===== config.mk =====
export PLATFORM = sky130hd
export DESIGN_NAME = lru_key_value_cache
export DESIGN_NICKNAME = d
export VERILOG_FILES = /design/src/rtl/lkv_pkg.sv /design/src/rtl/lkv_ctrl.sv /design/src/rtl/lkv_datapath.sv /design/src/rtl/lru_key_value_cache.sv
export SDC_FILE = /design/constraint.sdc
export NUM_CORES = 2
export LEC_CHECK = 0
export BUFFER_PORTS_ARGS = -buffer_cell sky130_fd_sc_hd__buf_2
export CORE_ASPECT_RATIO = 1.1
export CORE_MARGIN = 8
export CORE_UTILIZATION = 63
export CTS_BUF_LIST = sky130_fd_sc_hd__clkbuf_16
export DETAILED_ROUTE_END_ITERATION = 6
export PLACE_DENSITY = 0.84
export SLEW_MARGIN = 40
export SYNTH_ARGS = -nofsm -noshare
export SYNTH_HDL_FRONTEND = slang
export SYNTH_HIERARCHICAL = 1
export SYNTH_SLANG_ARGS = --single-unit

===== constraint.sdc =====
create_clock -name clock -period 15.7 [get_ports clock]
set_input_delay 3.925 -clock clock [delete_from_list [all_inputs] [get_ports clock]]
set_output_delay 3.925 -clock clock [all_outputs]
set_load 0.02 [all_outputs]

===== src/rtl/lkv_pkg.sv =====
// Shared types and constants for the LRU key-value cache.
// Used by lkv_ctrl, lkv_datapath and lru_key_value_cache; no dependencies.
package lkv_pkg;

   localparam int ENTRIES = 16;
   localparam int IDX_W   = (ENTRIES > 1) ? $clog2(ENTRIES) : 1;
   localparam int CNT_W   = $clog2(ENTRIES + 1);
   localparam int CAP_W   = 5;
   localparam int CMP_W   = (CNT_W > CAP_W) ? CNT_W : CAP_W;
   localparam int DATA_W  = 32;

   localparam logic [CAP_W-1:0] CAP_RESET = 5'd16;

   typedef enum logic {
      OP_GET = 1'b0,
      OP_PUT = 1'b1
   } op_type;

   typedef enum logic [2:0] {
      ST_IDLE   = 3'b001,
      ST_LOOKUP = 3'b010,
      ST_UPDATE = 3'b100
   } state_type;

   typedef struct packed {
      logic clear;
      logic capture;
      logic lookup;
      logic update;
   } cmd_type;

   typedef struct packed {
      logic rsp_stall;
   } status_type;

endpackage


===== src/rtl/lkv_ctrl.sv =====
// Sequencer for the LRU key-value cache: capture, lookup, update.
// Depends on lkv_pkg; drives the command struct into lkv_datapath.
module lkv_ctrl (
   input  logic                clock,
   input  logic                reset,
   input  logic                req_tvalid,
   output logic                req_tready,
   input  logic                csr_valid,
   output logic                csr_ready,
   input  lkv_pkg::status_type status,
   output lkv_pkg::cmd_type    cmd
);
   import lkv_pkg::*;

   state_type state_ff, state_in;

   always_comb begin
      state_in   = state_ff;
      req_tready = 1'b0;
      csr_ready  = 1'b0;
      cmd        = '0;
      unique case (state_ff)
         ST_IDLE: begin
            csr_ready  = 1'b1;
            req_tready = !csr_valid;
            cmd.clear  = csr_valid;
            if (req_tvalid && !csr_valid) begin
               cmd.capture = 1'b1;
               state_in    = ST_LOOKUP;
            end
         end
         ST_LOOKUP: begin
            cmd.lookup = 1'b1;
            state_in   = ST_UPDATE;
         end
         ST_UPDATE: begin
            if (!status.rsp_stall) begin
               cmd.update = 1'b1;
               state_in   = ST_IDLE;
            end
         end
         default: state_in = ST_IDLE;
      endcase
   end

   always_ff @(posedge clock) begin
      if (reset) begin
         state_ff <= ST_IDLE;
      end else begin
         state_ff <= state_in;
      end
   end

endmodule


===== src/rtl/lkv_datapath.sv =====
// Entry store, parallel key compare, recency ranks and result register.
// Depends on lkv_pkg; sequenced by lkv_ctrl through cmd_type.
module lkv_datapath (
   input  logic                         clock,
   input  logic                         reset,
   input  lkv_pkg::cmd_type             cmd,
   input  logic [2*lkv_pkg::DATA_W-1:0] req_tdata,
   input  logic                         req_tuser,
   input  logic [lkv_pkg::CAP_W-1:0]    csr_wdata,
   input  logic                         rsp_tready,
   output logic                         rsp_tvalid,
   output logic [lkv_pkg::DATA_W-1:0]   rsp_tdata,
   output logic [1:0]                   rsp_tuser,
   output lkv_pkg::status_type          status
);
   import lkv_pkg::*;

   logic [CAP_W-1:0]  cap_ff;
   op_type            op_ff;
   logic [DATA_W-1:0] key_ff, val_ff;

   logic [DATA_W-1:0] entry_key_ff   [ENTRIES];
   logic [DATA_W-1:0] entry_value_ff [ENTRIES];
   logic [IDX_W-1:0]  rank_ff        [ENTRIES];
   logic [IDX_W-1:0]  rank_in        [ENTRIES];
   logic [ENTRIES-1:0] valid_ff, valid_in;
   logic [CNT_W-1:0]  count_ff, count_in;

   logic               hit_ff;
   logic [ENTRIES-1:0] match_ff, victim_ff;
   logic [IDX_W-1:0]   found_rank_ff;
   logic [DATA_W-1:0]  rdval_ff;
   logic               full_ff;

   logic               rsp_valid_ff, rsp_hit_ff, rsp_evict_ff;
   logic [DATA_W-1:0]  rsp_value_ff;

   logic [ENTRIES-1:0] eq, match_first, vic_raw, vic_first;
   logic [IDX_W-1:0]   found_rank, last_rank;
   logic [DATA_W-1:0]  rdval;
   logic [CMP_W-1:0]   cap_ext, eff_cap;

   logic [ENTRIES-1:0] wr_key, wr_val, keep, free_oh;
   logic               evict, put_hit, put_new;

   // lookup
   always_comb begin
      eq         = '0;
      vic_raw    = '0;
      found_rank = '0;
      rdval      = '0;
      last_rank  = IDX_W'(count_ff - CNT_W'(1));
      for (int i = 0; i < ENTRIES; i++) begin
         eq[i]      = valid_ff[i] && (entry_key_ff[i] == key_ff);
         vic_raw[i] = valid_ff[i] && (rank_ff[i] == last_rank);
      end
      match_first = eq & (~eq + ENTRIES'(1));
      vic_first   = vic_raw & (~vic_raw + ENTRIES'(1));
      for (int i = 0; i < ENTRIES; i++) begin
         if (match_first[i]) begin
            found_rank = found_rank | rank_ff[i];
            rdval      = rdval | entry_value_ff[i];
         end
      end
      cap_ext = CMP_W'(cap_ff);
      if (cap_ext == '0) begin
         eff_cap = CMP_W'(1);
      end else if (cap_ext > CMP_W'(ENTRIES)) begin
         eff_cap = CMP_W'(ENTRIES);
      end else begin
         eff_cap = cap_ext;
      end
   end

   // update
   always_comb begin
      put_hit  = (op_ff == OP_PUT) && hit_ff;
      put_new  = (op_ff == OP_PUT) && !hit_ff;
      evict    = put_new && full_ff;
      keep     = valid_ff & ~(evict ? victim_ff : '0);
      free_oh  = ~keep & (keep + ENTRIES'(1));
      valid_in = valid_ff;
      count_in = count_ff;
      wr_key   = '0;
      wr_val   = '0;
      for (int i = 0; i < ENTRIES; i++) begin
         rank_in[i] = rank_ff[i];
      end
      if (hit_ff) begin
         for (int i = 0; i < ENTRIES; i++) begin
            if (match_ff[i]) begin
               rank_in[i] = '0;
            end else if (valid_ff[i] && rank_ff[i] < found_rank_ff) begin
               rank_in[i] = rank_ff[i] + IDX_W'(1);
            end
         end
         if (put_hit) begin
            wr_val = match_ff;
         end
      end else if (put_new) begin
         for (int i = 0; i < ENTRIES; i++) begin
            if (keep[i]) begin
               rank_in[i] = rank_ff[i] + IDX_W'(1);
            end else begin
               rank_in[i] = '0;
            end
         end
         valid_in = keep | free_oh;
         wr_key   = free_oh;
         wr_val   = free_oh;
         if (!evict && (free_oh != '0)) begin
            count_in = count_ff + CNT_W'(1);
         end
      end
   end

   always_ff @(posedge clock) begin
      if (reset) begin
         cap_ff   <= CAP_RESET;
         valid_ff <= '0;
         count_ff <= '0;
         for (int i = 0; i < ENTRIES; i++) begin
            rank_ff[i] <= '0;
         end
      end else if (cmd.clear) begin
         cap_ff   <= csr_wdata;
         valid_ff <= '0;
         count_ff <= '0;
         for (int i = 0; i < ENTRIES; i++) begin
            rank_ff[i] <= '0;
         end
      end else if (cmd.update) begin
         valid_ff <= valid_in;
         count_ff <= count_in;
         for (int i = 0; i < ENTRIES; i++) begin
            rank_ff[i] <= rank_in[i];
         end
      end
   end

   always_ff @(posedge clock) begin
      if (cmd.update) begin
         for (int i = 0; i < ENTRIES; i++) begin
            if (wr_key[i]) begin
               entry_key_ff[i] <= key_ff;
            end
            if (wr_val[i]) begin
               entry_value_ff[i] <= val_ff;
            end
         end
      end
   end

   always_ff @(posedge clock) begin
      if (cmd.capture) begin
         op_ff  <= op_type'(req_tuser);
         key_ff <= req_tdata[DATA_W-1:0];
         val_ff <= req_tdata[2*DATA_W-1:DATA_W];
      end
      if (cmd.lookup) begin
         hit_ff        <= (eq != '0);
         match_ff      <= match_first;
         victim_ff     <= vic_first;
         found_rank_ff <= found_rank;
         rdval_ff      <= rdval;
         full_ff       <= (CMP_W'(count_ff) >= eff_cap);
      end
   end

   // result register
   always_ff @(posedge clock) begin
      if (reset) begin
         rsp_valid_ff <= 1'b0;
      end else if (cmd.update) begin
         rsp_valid_ff <= 1'b1;
      end else if (rsp_tready) begin
         rsp_valid_ff <= 1'b0;
      end
   end

   always_ff @(posedge clock) begin
      if (cmd.update) begin
         rsp_hit_ff   <= hit_ff;
         rsp_evict_ff <= evict;
         if (op_ff == OP_PUT) begin
            rsp_value_ff <= '0;
         end else if (hit_ff) begin
            rsp_value_ff <= rdval_ff;
         end else begin
            rsp_value_ff <= '1;
         end
      end
   end

   assign rsp_tvalid       = rsp_valid_ff;
   assign rsp_tdata        = rsp_value_ff;
   assign rsp_tuser        = {rsp_evict_ff, rsp_hit_ff};
   assign status.rsp_stall = rsp_valid_ff && !rsp_tready;

endmodule


===== src/rtl/lru_key_value_cache.sv =====
// Top level of the LRU key-value cache: sequencer plus datapath.
// Depends on lkv_pkg, lkv_ctrl and lkv_datapath.
//
// Fully associative store of 16 key/value pairs with least-recently-used
// replacement. Each request beat is a get or a put; each yields exactly one
// response beat. A request steps through capture, parallel key compare and
// rank lookup, then store update and result load, in the three-state
// sequencer; the update waits while the response stays stalled. A new
// request is taken while the previous response still waits in the output
// register. A write on the csr channel sets the capacity and clears the
// store; capacity 0 acts as 1 and values above 16 act as 16.
module lru_key_value_cache (
   input  logic                          clock,
   input  logic                          reset,
   input  logic                          req_tvalid,
   output logic                          req_tready,
   input  logic [2*lkv_pkg::DATA_W-1:0]  req_tdata,  // lookup_key, store_value
   input  logic                          req_tuser,  // operation
   output logic                          rsp_tvalid,
   input  logic                          rsp_tready,
   output logic [lkv_pkg::DATA_W-1:0]    rsp_tdata,  // read_value
   output logic [1:0]                    rsp_tuser,  // hit, evicted
   input  logic                          csr_valid,
   output logic                          csr_ready,
   input  logic [lkv_pkg::CAP_W-1:0]     csr_wdata   // capacity
);
   import lkv_pkg::*;

   cmd_type    cmd;
   status_type status;

   lkv_ctrl u_ctrl (
      .clock      (clock),
      .reset      (reset),
      .req_tvalid (req_tvalid),
      .req_tready (req_tready),
      .csr_valid  (csr_valid),
      .csr_ready  (csr_ready),
      .status     (status),
      .cmd        (cmd)
   );

   lkv_datapath u_datapath (
      .clock      (clock),
      .reset      (reset),
      .cmd        (cmd),
      .req_tdata  (req_tdata),
      .req_tuser  (req_tuser),
      .csr_wdata  (csr_wdata),
      .rsp_tready (rsp_tready),
      .rsp_tvalid (rsp_tvalid),
      .rsp_tdata  (rsp_tdata),
      .rsp_tuser  (rsp_tuser),
      .status     (status)
   );

endmodule


Word level (Yosys, flattened, before mapping)
Memories as Yosys holds them, arrays and structs flattened.
Cells that the tools add are included.
Storage, ports and cells
  bits in registers: 199
  RAM bits: 1088
  output and inout bits: 37
  memories: 3
Memories
  u_datapath.entry_key_ff: depth 16, bits a word 32, rd ports 16, clocked after memory_dff 0, wr ports 1, RTL line lkv_datapath.sv:22  | logic [DATA_W-1:0] entry_key_ff [ENTRIES];
  u_datapath.entry_value_ff: depth 16, bits a word 32, rd ports 16, clocked after memory_dff 0, wr ports 16, RTL line lkv_datapath.sv:23  | logic [DATA_W-1:0] entry_value_ff [ENTRIES];
  u_datapath.rank_ff: depth 16, bits a word 4, rd ports 16, clocked after memory_dff 0, wr ports 16, RTL line lkv_datapath.sv:24  | logic [IDX_W-1:0] rank_ff [ENTRIES];
Operators by class
  add/subtract/negate cells: 21
  order comparisons: 18
  equality and inequality tests: 37
  mux-type cells: 284
  bitwise gates (word level): 72
  reductions and logical operators: 81
Operators by type and width (number)
  2-to-1 mux 32 bit: 32
  equality test 32 bit: 16
  bitwise OR 32 bit: 15
  OR reduction 32 bit: 15
  2-to-1 mux 4 bit: 111
  2-to-1 mux 1 bit: 128
  2-to-1 mux 64 bit: 2
  2-to-1 mux 16 bit: 5
  adder 4 x 1 -> 4 bit (second input constant): 16
  bitwise AND 16 bit: 4
  equality test 4 bit: 16
  less-than comparator 4 bit: 16
  inverter 16 bit: 4
  bitwise OR 4 bit: 15
  logical AND 1 bit: 54
  adder 16 x 1 -> 16 bit (second input constant): 3
  bitwise OR 1 bit: 32
  nonzero test 16 bit: 2
  bitwise OR 16 bit: 1
  2-to-1 mux 5 bit: 2
  case mux 3 bit (3 select lines): 1
  2-to-1 mux 3 bit: 2
  adder 5 x 1 -> 5 bit (second input constant): 1
  >= comparator 5 bit: 1
  other kinds (16): 19

Depth between registers and ports, before layout
  depth after elaboration: 36
  depth in mapped cells: 14

Cells and area by module
Netlist, hierarchy kept.
Modules (own cells, without submodules)
  lkv_datapath: times used 1, cells each 3733, area each 55004.0 um^2, sequential area each 38246.7 um^2
  lkv_ctrl: times used 1, cells each 15, area each 158.9 um^2, sequential area each 60.1 um^2

Worst setup path before layout
Ideal clock, no wire load.
  path type: input -> register
  from: input rsp_tready
  to: memory u_datapath.entry_value_ff[10][0], in the netlist u_datapath/entry_value_ff[1][64], enable pin
  library setup time: 0.388 ns
  data arrival time: 11.973 ns
  data required time: 15.312 ns
  slack: 3.339 ns
  stages on the path: 8
  path buffers: 0
  cells stage by stage: nor2b_1 -> nor4b_1 -> nand2_1 -> nor2_1 -> nand3_1 -> or2_2 -> nor3_1 -> a21o_1
RTL lines
  from (decl): RTL line lru_key_value_cache.sv:20  | input logic rsp_tready,
  to (decl): RTL line lkv_datapath.sv:23

Worst setup path after layout
  from: input csr_valid
  to: output req_tready
Between the ends
  longest elaborated chain between the ends: 2
RTL lines
  from (decl): RTL line lru_key_value_cache.sv:23  | input logic csr_valid,
  logical NOT 1 bit: RTL line lkv_ctrl.sv:25  | req_tready = !csr_valid;
  2-to-1 mux 1 bit: RTL line lkv_ctrl.sv:22  | unique case (state_ff)
  to (decl): RTL line lru_key_value_cache.sv:16  | output logic req_tready,
Every way passes these cells.

==> metrics.txt <==
# TYPE chip_impl_metric gauge
chip_impl_metric{name="post_synth_top_area_share",unit="%"} 68.2
chip_impl_info{name="synthMostInstantiatedCell",value="sky130_fd_sc_hd__edfxtp_1"} 1
chip_impl_metric{name="crit_fanout",unit=""} 3
chip_impl_metric{name="std_cell_rows",unit=""} 114
chip_impl_metric{name="worstSkewPairLatency",unit="ns"} 0.70
chip_impl_metric{name="layout-drive-gt1-share",unit="%"} 12.0
chip_impl_metric{name="fmax",unit="MHz"} 122
chip_impl_metric{name="routed_via_density",unit=""} 6.63
chip_impl_info{name="timing.hold.worst.class",value="register to register"} 1
chip_impl_metric{name="num_vias",unit=""} 34004
chip_impl_metric{name="fin_crit_sh",unit="%"} 52.4
chip_impl_metric{name="cts_inserted_buffers",unit=""} 116
chip_impl_info{name="start_kind",value="input port"} 1
chip_impl_metric{name="postSynthAreaPerCell",unit="um2"} 14.7
chip_impl_info{name="endpoint_kind",value="output port"} 1
chip_impl_metric{name="design.die.area",unit="um2"} 97300
chip_impl_metric{name="post_synth_fa_ha_maj_area_fraction",unit="%"} 1.61
chip_impl_metric{name="vdd.ir_drop.worst",unit="uV"} 152
chip_impl_metric{name="number_of_hold_buffers_added_after_cts",unit=""} 0
chip_impl_metric{name="yosys-mux-area-fraction",unit="%"} 0.293
chip_impl_metric{name="number_of_buffers_on_the_longest_clock_path",unit=""} 3
chip_impl_metric{name="placement.io_buffers",unit=""} 111
chip_impl_info{name="synthTopCellsByCount",value="1253 x sky130_fd_sc_hd__edfxtp_1, 316 x sky130_fd_sc_hd__xnor2_1, 278 x sky130_fd_sc_hd__xor2_1"} 1
chip_impl_metric{name="synth.cell_area",unit="um2"} 55200
chip_impl_metric{name="yosys.area_share.simple",unit="%"} 8.97
chip_impl_metric{name="drcViolationCount",unit=""} 0
chip_impl_metric{name="wl_per_cell",unit="um"} 27.6
chip_impl_metric{name="grt_pass1_wl",unit="mm"} 208
chip_impl_info{name="root_buffer",value="sky130_fd_sc_hd__clkbuf_16"} 1
chip_impl_metric{name="post-route-min-period",unit="ns"} 8.22
chip_impl_metric{name="place_congestion",unit=""} 0.928
chip_impl_metric{name="synth.net_count",unit=""} 3894
chip_impl_metric{name="post-route-cell-area",unit="um2"} 60900
chip_impl_metric{name="grt_max_degree",unit=""} 75
chip_impl_metric{name="first_global_vias",unit=""} 33923
chip_impl_metric{name="antenna_violations_before_repair",unit=""} 0
chip_impl_metric{name="slew_headroom",unit="%"} 38.4
chip_impl_metric{name="register_area",unit="um2"} 38300
chip_impl_metric{name="design.final.nets",unit=""} 4021
chip_impl_metric{name="gate_power_share",unit="%"} 2.7
chip_impl_metric{name="antenna_violating_nets_post_route",unit=""} 0
chip_impl_metric{name="power_leakage",unit="nW"} 20.1
chip_impl_metric{name="final.setup_skew",unit="ns"} 0.0332
chip_impl_metric{name="clock_power_share",unit="%"} 41.0
chip_impl_info{name="synthFlopType",value="sky130_fd_sc_hd__edfxtp_1"} 1
chip_impl_metric{name="number_of_max_capacitance_violations_reported",unit=""} 0
chip_impl_metric{name="initial_utilization",unit="%"} 63.2
chip_impl_metric{name="setup_fix_buffers_added_after_clock_tree_synthesis",unit=""} 0
chip_impl_metric{name="placement.cell_area",unit="um2"} 57100
chip_impl_metric{name="syn_to_final_growth",unit="%"} 10.4
chip_impl_metric{name="horiz_die_dim",unit="um"} 298
chip_impl_metric{name="placeableCoreArea",unit="um2"} 87300
chip_impl_metric{name="cells_resized_by_post_cts_repair",unit=""} 0
chip_impl_metric{name="setup_viol_count_final",unit=""} 0
chip_impl_metric{name="clock_tree.htree_level_count",unit=""} 3
chip_impl_metric{name="drt-total-wl",unit="mm"} 141
chip_impl_metric{name="dpl_worst_slack",unit="ns"} 7.48
chip_impl_info{name="synth_top_family_by_area",value="XOR/XNOR gates"} 1
chip_impl_metric{name="asyncSetResetFlopFracSynth",unit="%"} 0
chip_impl_info{name="run_status",value="finished, final reports clean"} 1
chip_impl_metric{name="worstMarginPinSlew",unit="ns"} 0.922
chip_impl_metric{name="synth_seq_cells",unit=""} 1287
chip_impl_metric{name="synthDistinctLibCells",unit=""} 83
chip_impl_metric{name="final_max_slew_viol_count",unit=""} 0
chip_impl_metric{name="critPathRequiredTime",unit="ns"} 11.77
chip_impl_metric{name="setup_ws",unit="ns"} 7.48
chip_impl_info{name="rsz0062_at_grt",value="false"} 1
chip_impl_metric{name="clk_transition_reported_paths",unit="ns"} 0.06
chip_impl_metric{name="dp_hpwl",unit="mm"} 81.7
chip_impl_metric{name="seq_area_frac_synth",unit="%"} 69.4
chip_impl_metric{name="grt_usage",unit="%"} 28.2
chip_impl_metric{name="fillerInstances",unit=""} 5165
chip_impl_metric{name="tritoncts_num_sinks",unit=""} 1287
chip_impl_metric{name="share_of_total_power_consumed_by_net_switching",unit="%"} 20.1
chip_impl_metric{name="setup_total_neg_slack",unit="ns"} 0
chip_impl_metric{name="syn-instance-count",unit=""} 3748
chip_impl_metric{name="yosysWarnings",unit=""} 6
chip_impl_metric{name="netSwitchingPower",unit="mW"} 1.36
chip_impl_metric{name="multi_input_area",unit="um2"} 15300
chip_impl_metric{name="number_of_drc_markers_in_iteration_0",unit=""} 4512
chip_impl_metric{name="cellInternalPower",unit="mW"} 5.41
chip_impl_info{name="cts_tree",value="yes"} 1
chip_impl_metric{name="post_synthesis_compound_gate_area_fraction",unit="%"} 6.60
chip_impl_metric{name="synth_edf_count",unit=""} 1253
chip_impl_info{name="synth_largest_area_cell",value="sky130_fd_sc_hd__edfxtp_1"} 1
chip_impl_metric{name="timing_hold_violations_final",unit=""} 0
chip_impl_metric{name="seqPwrFrac",unit="%"} 56.3
chip_impl_metric{name="global_route.overflow_total",unit=""} 0
chip_impl_metric{name="detail_route.first_pass.iterations",unit=""} 6
chip_impl_info{name="timing_worst_setup_path_type",value="input port to output port"} 1
chip_impl_metric{name="power.density_cell_area",unit="nW/um2"} 111
chip_impl_metric{name="xor_and_xnor_fraction_of_the_mapped_netlist_area",unit="%"} 9.79
chip_impl_metric{name="postLayoutCoreUtil",unit="%"} 69.8
chip_impl_info{name="synth.top_cells.by_area",value="sky130_fd_sc_hd__edfxtp_1 68%, sky130_fd_sc_hd__xnor2_1 5.0%, sky130_fd_sc_hd__xor2_1 4.4%"} 1
chip_impl_metric{name="boundaryPins",unit=""} 112
chip_impl_metric{name="critPathArrivalTime",unit="ns"} 4.30
chip_impl_metric{name="die_h",unit="um"} 326
## flip-flops by register name (all words and copies together), names as in the netlist, 3 cells and up
register	flops
u_ctrl/state_ff	3
u_datapath/cap_ext	5
u_datapath/count_ff	5
u_datapath/entry_key_ff	512
u_datapath/entry_value_ff	512
u_datapath/found_rank_ff	4
u_datapath/key_ff	32
u_datapath/match_ff	16
u_datapath/rank_ff	64
u_datapath/rdval_ff	32
u_datapath/rsp_tdata	32
u_datapath/val_ff	32
u_datapath/valid_ff	16
u_datapath/victim_ff	16
## layout make-up
type | count | share of cell area [%]
clock buffer | 120 | 4.93
timing repair buffer | 218 | 2.49
tap | 1160 | 2.38
sequential | 1287 | 62.9
clock inverter | 90 | 1.19
antenna | 2 | 0.00822
multi-input combinational | 2106 | 25.2
inverter | 146 | 0.902
## layout by cell type, fill, tap and decap left out, types with 27 or more instances in the layout
master                         n
sky130_fd_sc_hd__nand2_1     194
sky130_fd_sc_hd__clkinv_1     27
sky130_fd_sc_hd__nor3_1       28
sky130_fd_sc_hd__o21ai_0     107
sky130_fd_sc_hd__a222oi_1     32
sky130_fd_sc_hd__ha_1         70
sky130_fd_sc_hd__xnor2_1     316
sky130_fd_sc_hd__nor4_1       58
sky130_fd_sc_hd__nand3_1     113
sky130_fd_sc_hd__or4_1        42
sky130_fd_sc_hd__xor2_1      278
sky130_fd_sc_hd__a21oi_1      67
sky130_fd_sc_hd__a32oi_1      32
sky130_fd_sc_hd__nand2b_1     28
sky130_fd_sc_hd__clkbuf_16   120
sky130_fd_sc_hd__nand4_1      96
sky130_fd_sc_hd__edfxtp_1   1253
sky130_fd_sc_hd__inv_1       170
sky130_fd_sc_hd__buf_4        91
sky130_fd_sc_hd__dfxtp_1      34
sky130_fd_sc_hd__o2111ai_1    42
sky130_fd_sc_hd__and3_1       42
sky130_fd_sc_hd__a22oi_1      72
sky130_fd_sc_hd__nor2_1      182
sky130_fd_sc_hd__buf_2       111
sky130_fd_sc_hd__nor3b_1      35
sky130_fd_sc_hd__o2111a_1     32
## per-layer routing
layer | track usage, % | wire, um
met3 | 5.97 | 16600
met4 | 14.4 | 7890
met5 | 0 | 0
met2 | 46.0 | 67900
met1 | 35.7 | 48900
## through the flow
stage          power, mW  hold WS [ns]  cells
2_1_floorplan       3.99         0.461   3748
3_3_place_gp        4.05         0.483   4902
3_5_place_dp        4.06         0.499   4916
4_1_cts             6.78         0.515   5126
5_1_grt             6.92         0.582   5127
6_report            6.77         0.513   5129
## logic make-up after synthesis
logic type | count (synthesis)
compound gates | 497
xor+xnor | 603
fa+ha+maj | 71
buf+inv | 355
flops | 1287
mux | 16
simple gates | 919
## path summary, 6_finish.rpt
path / from / to / slack [ns] / cells past startpoint
setup / recovery: csr_valid / req_tready / 7.48 / 3
setup reg to reg: u_datapath/key_ff[8] / u_datapath/rdval_ff[1] / 10.62 / 12
hold / removal: u_datapath/cap_ext[0] / u_datapath/cap_ext[0] / 0.51 / 2
hold reg to reg: u_datapath/cap_ext[0] / u_datapath/cap_ext[0] / 0.51 / 2
## power by group through the flow
stage / Sequential, mW / Combinational [mW] / Clock, mW
5_1_grt: 3.81 / 0.199 / 2.91
3_5_place_dp: 3.88 / 0.181 / 0
6_report: 3.81 / 0.185 / 2.77
2_1_floorplan: 3.87 / 0.117 / 0
4_1_cts: 3.81 / 0.184 / 2.78
3_3_place_gp: 3.88 / 0.173 / 0
## worst max-delay path, stage by stage
cell	delay [ns]
sky130_fd_sc_hd__buf_2	0.11
sky130_fd_sc_hd__nor2b_1	0.10
sky130_fd_sc_hd__buf_2	0.17
(Power assumes the default switching activity.)
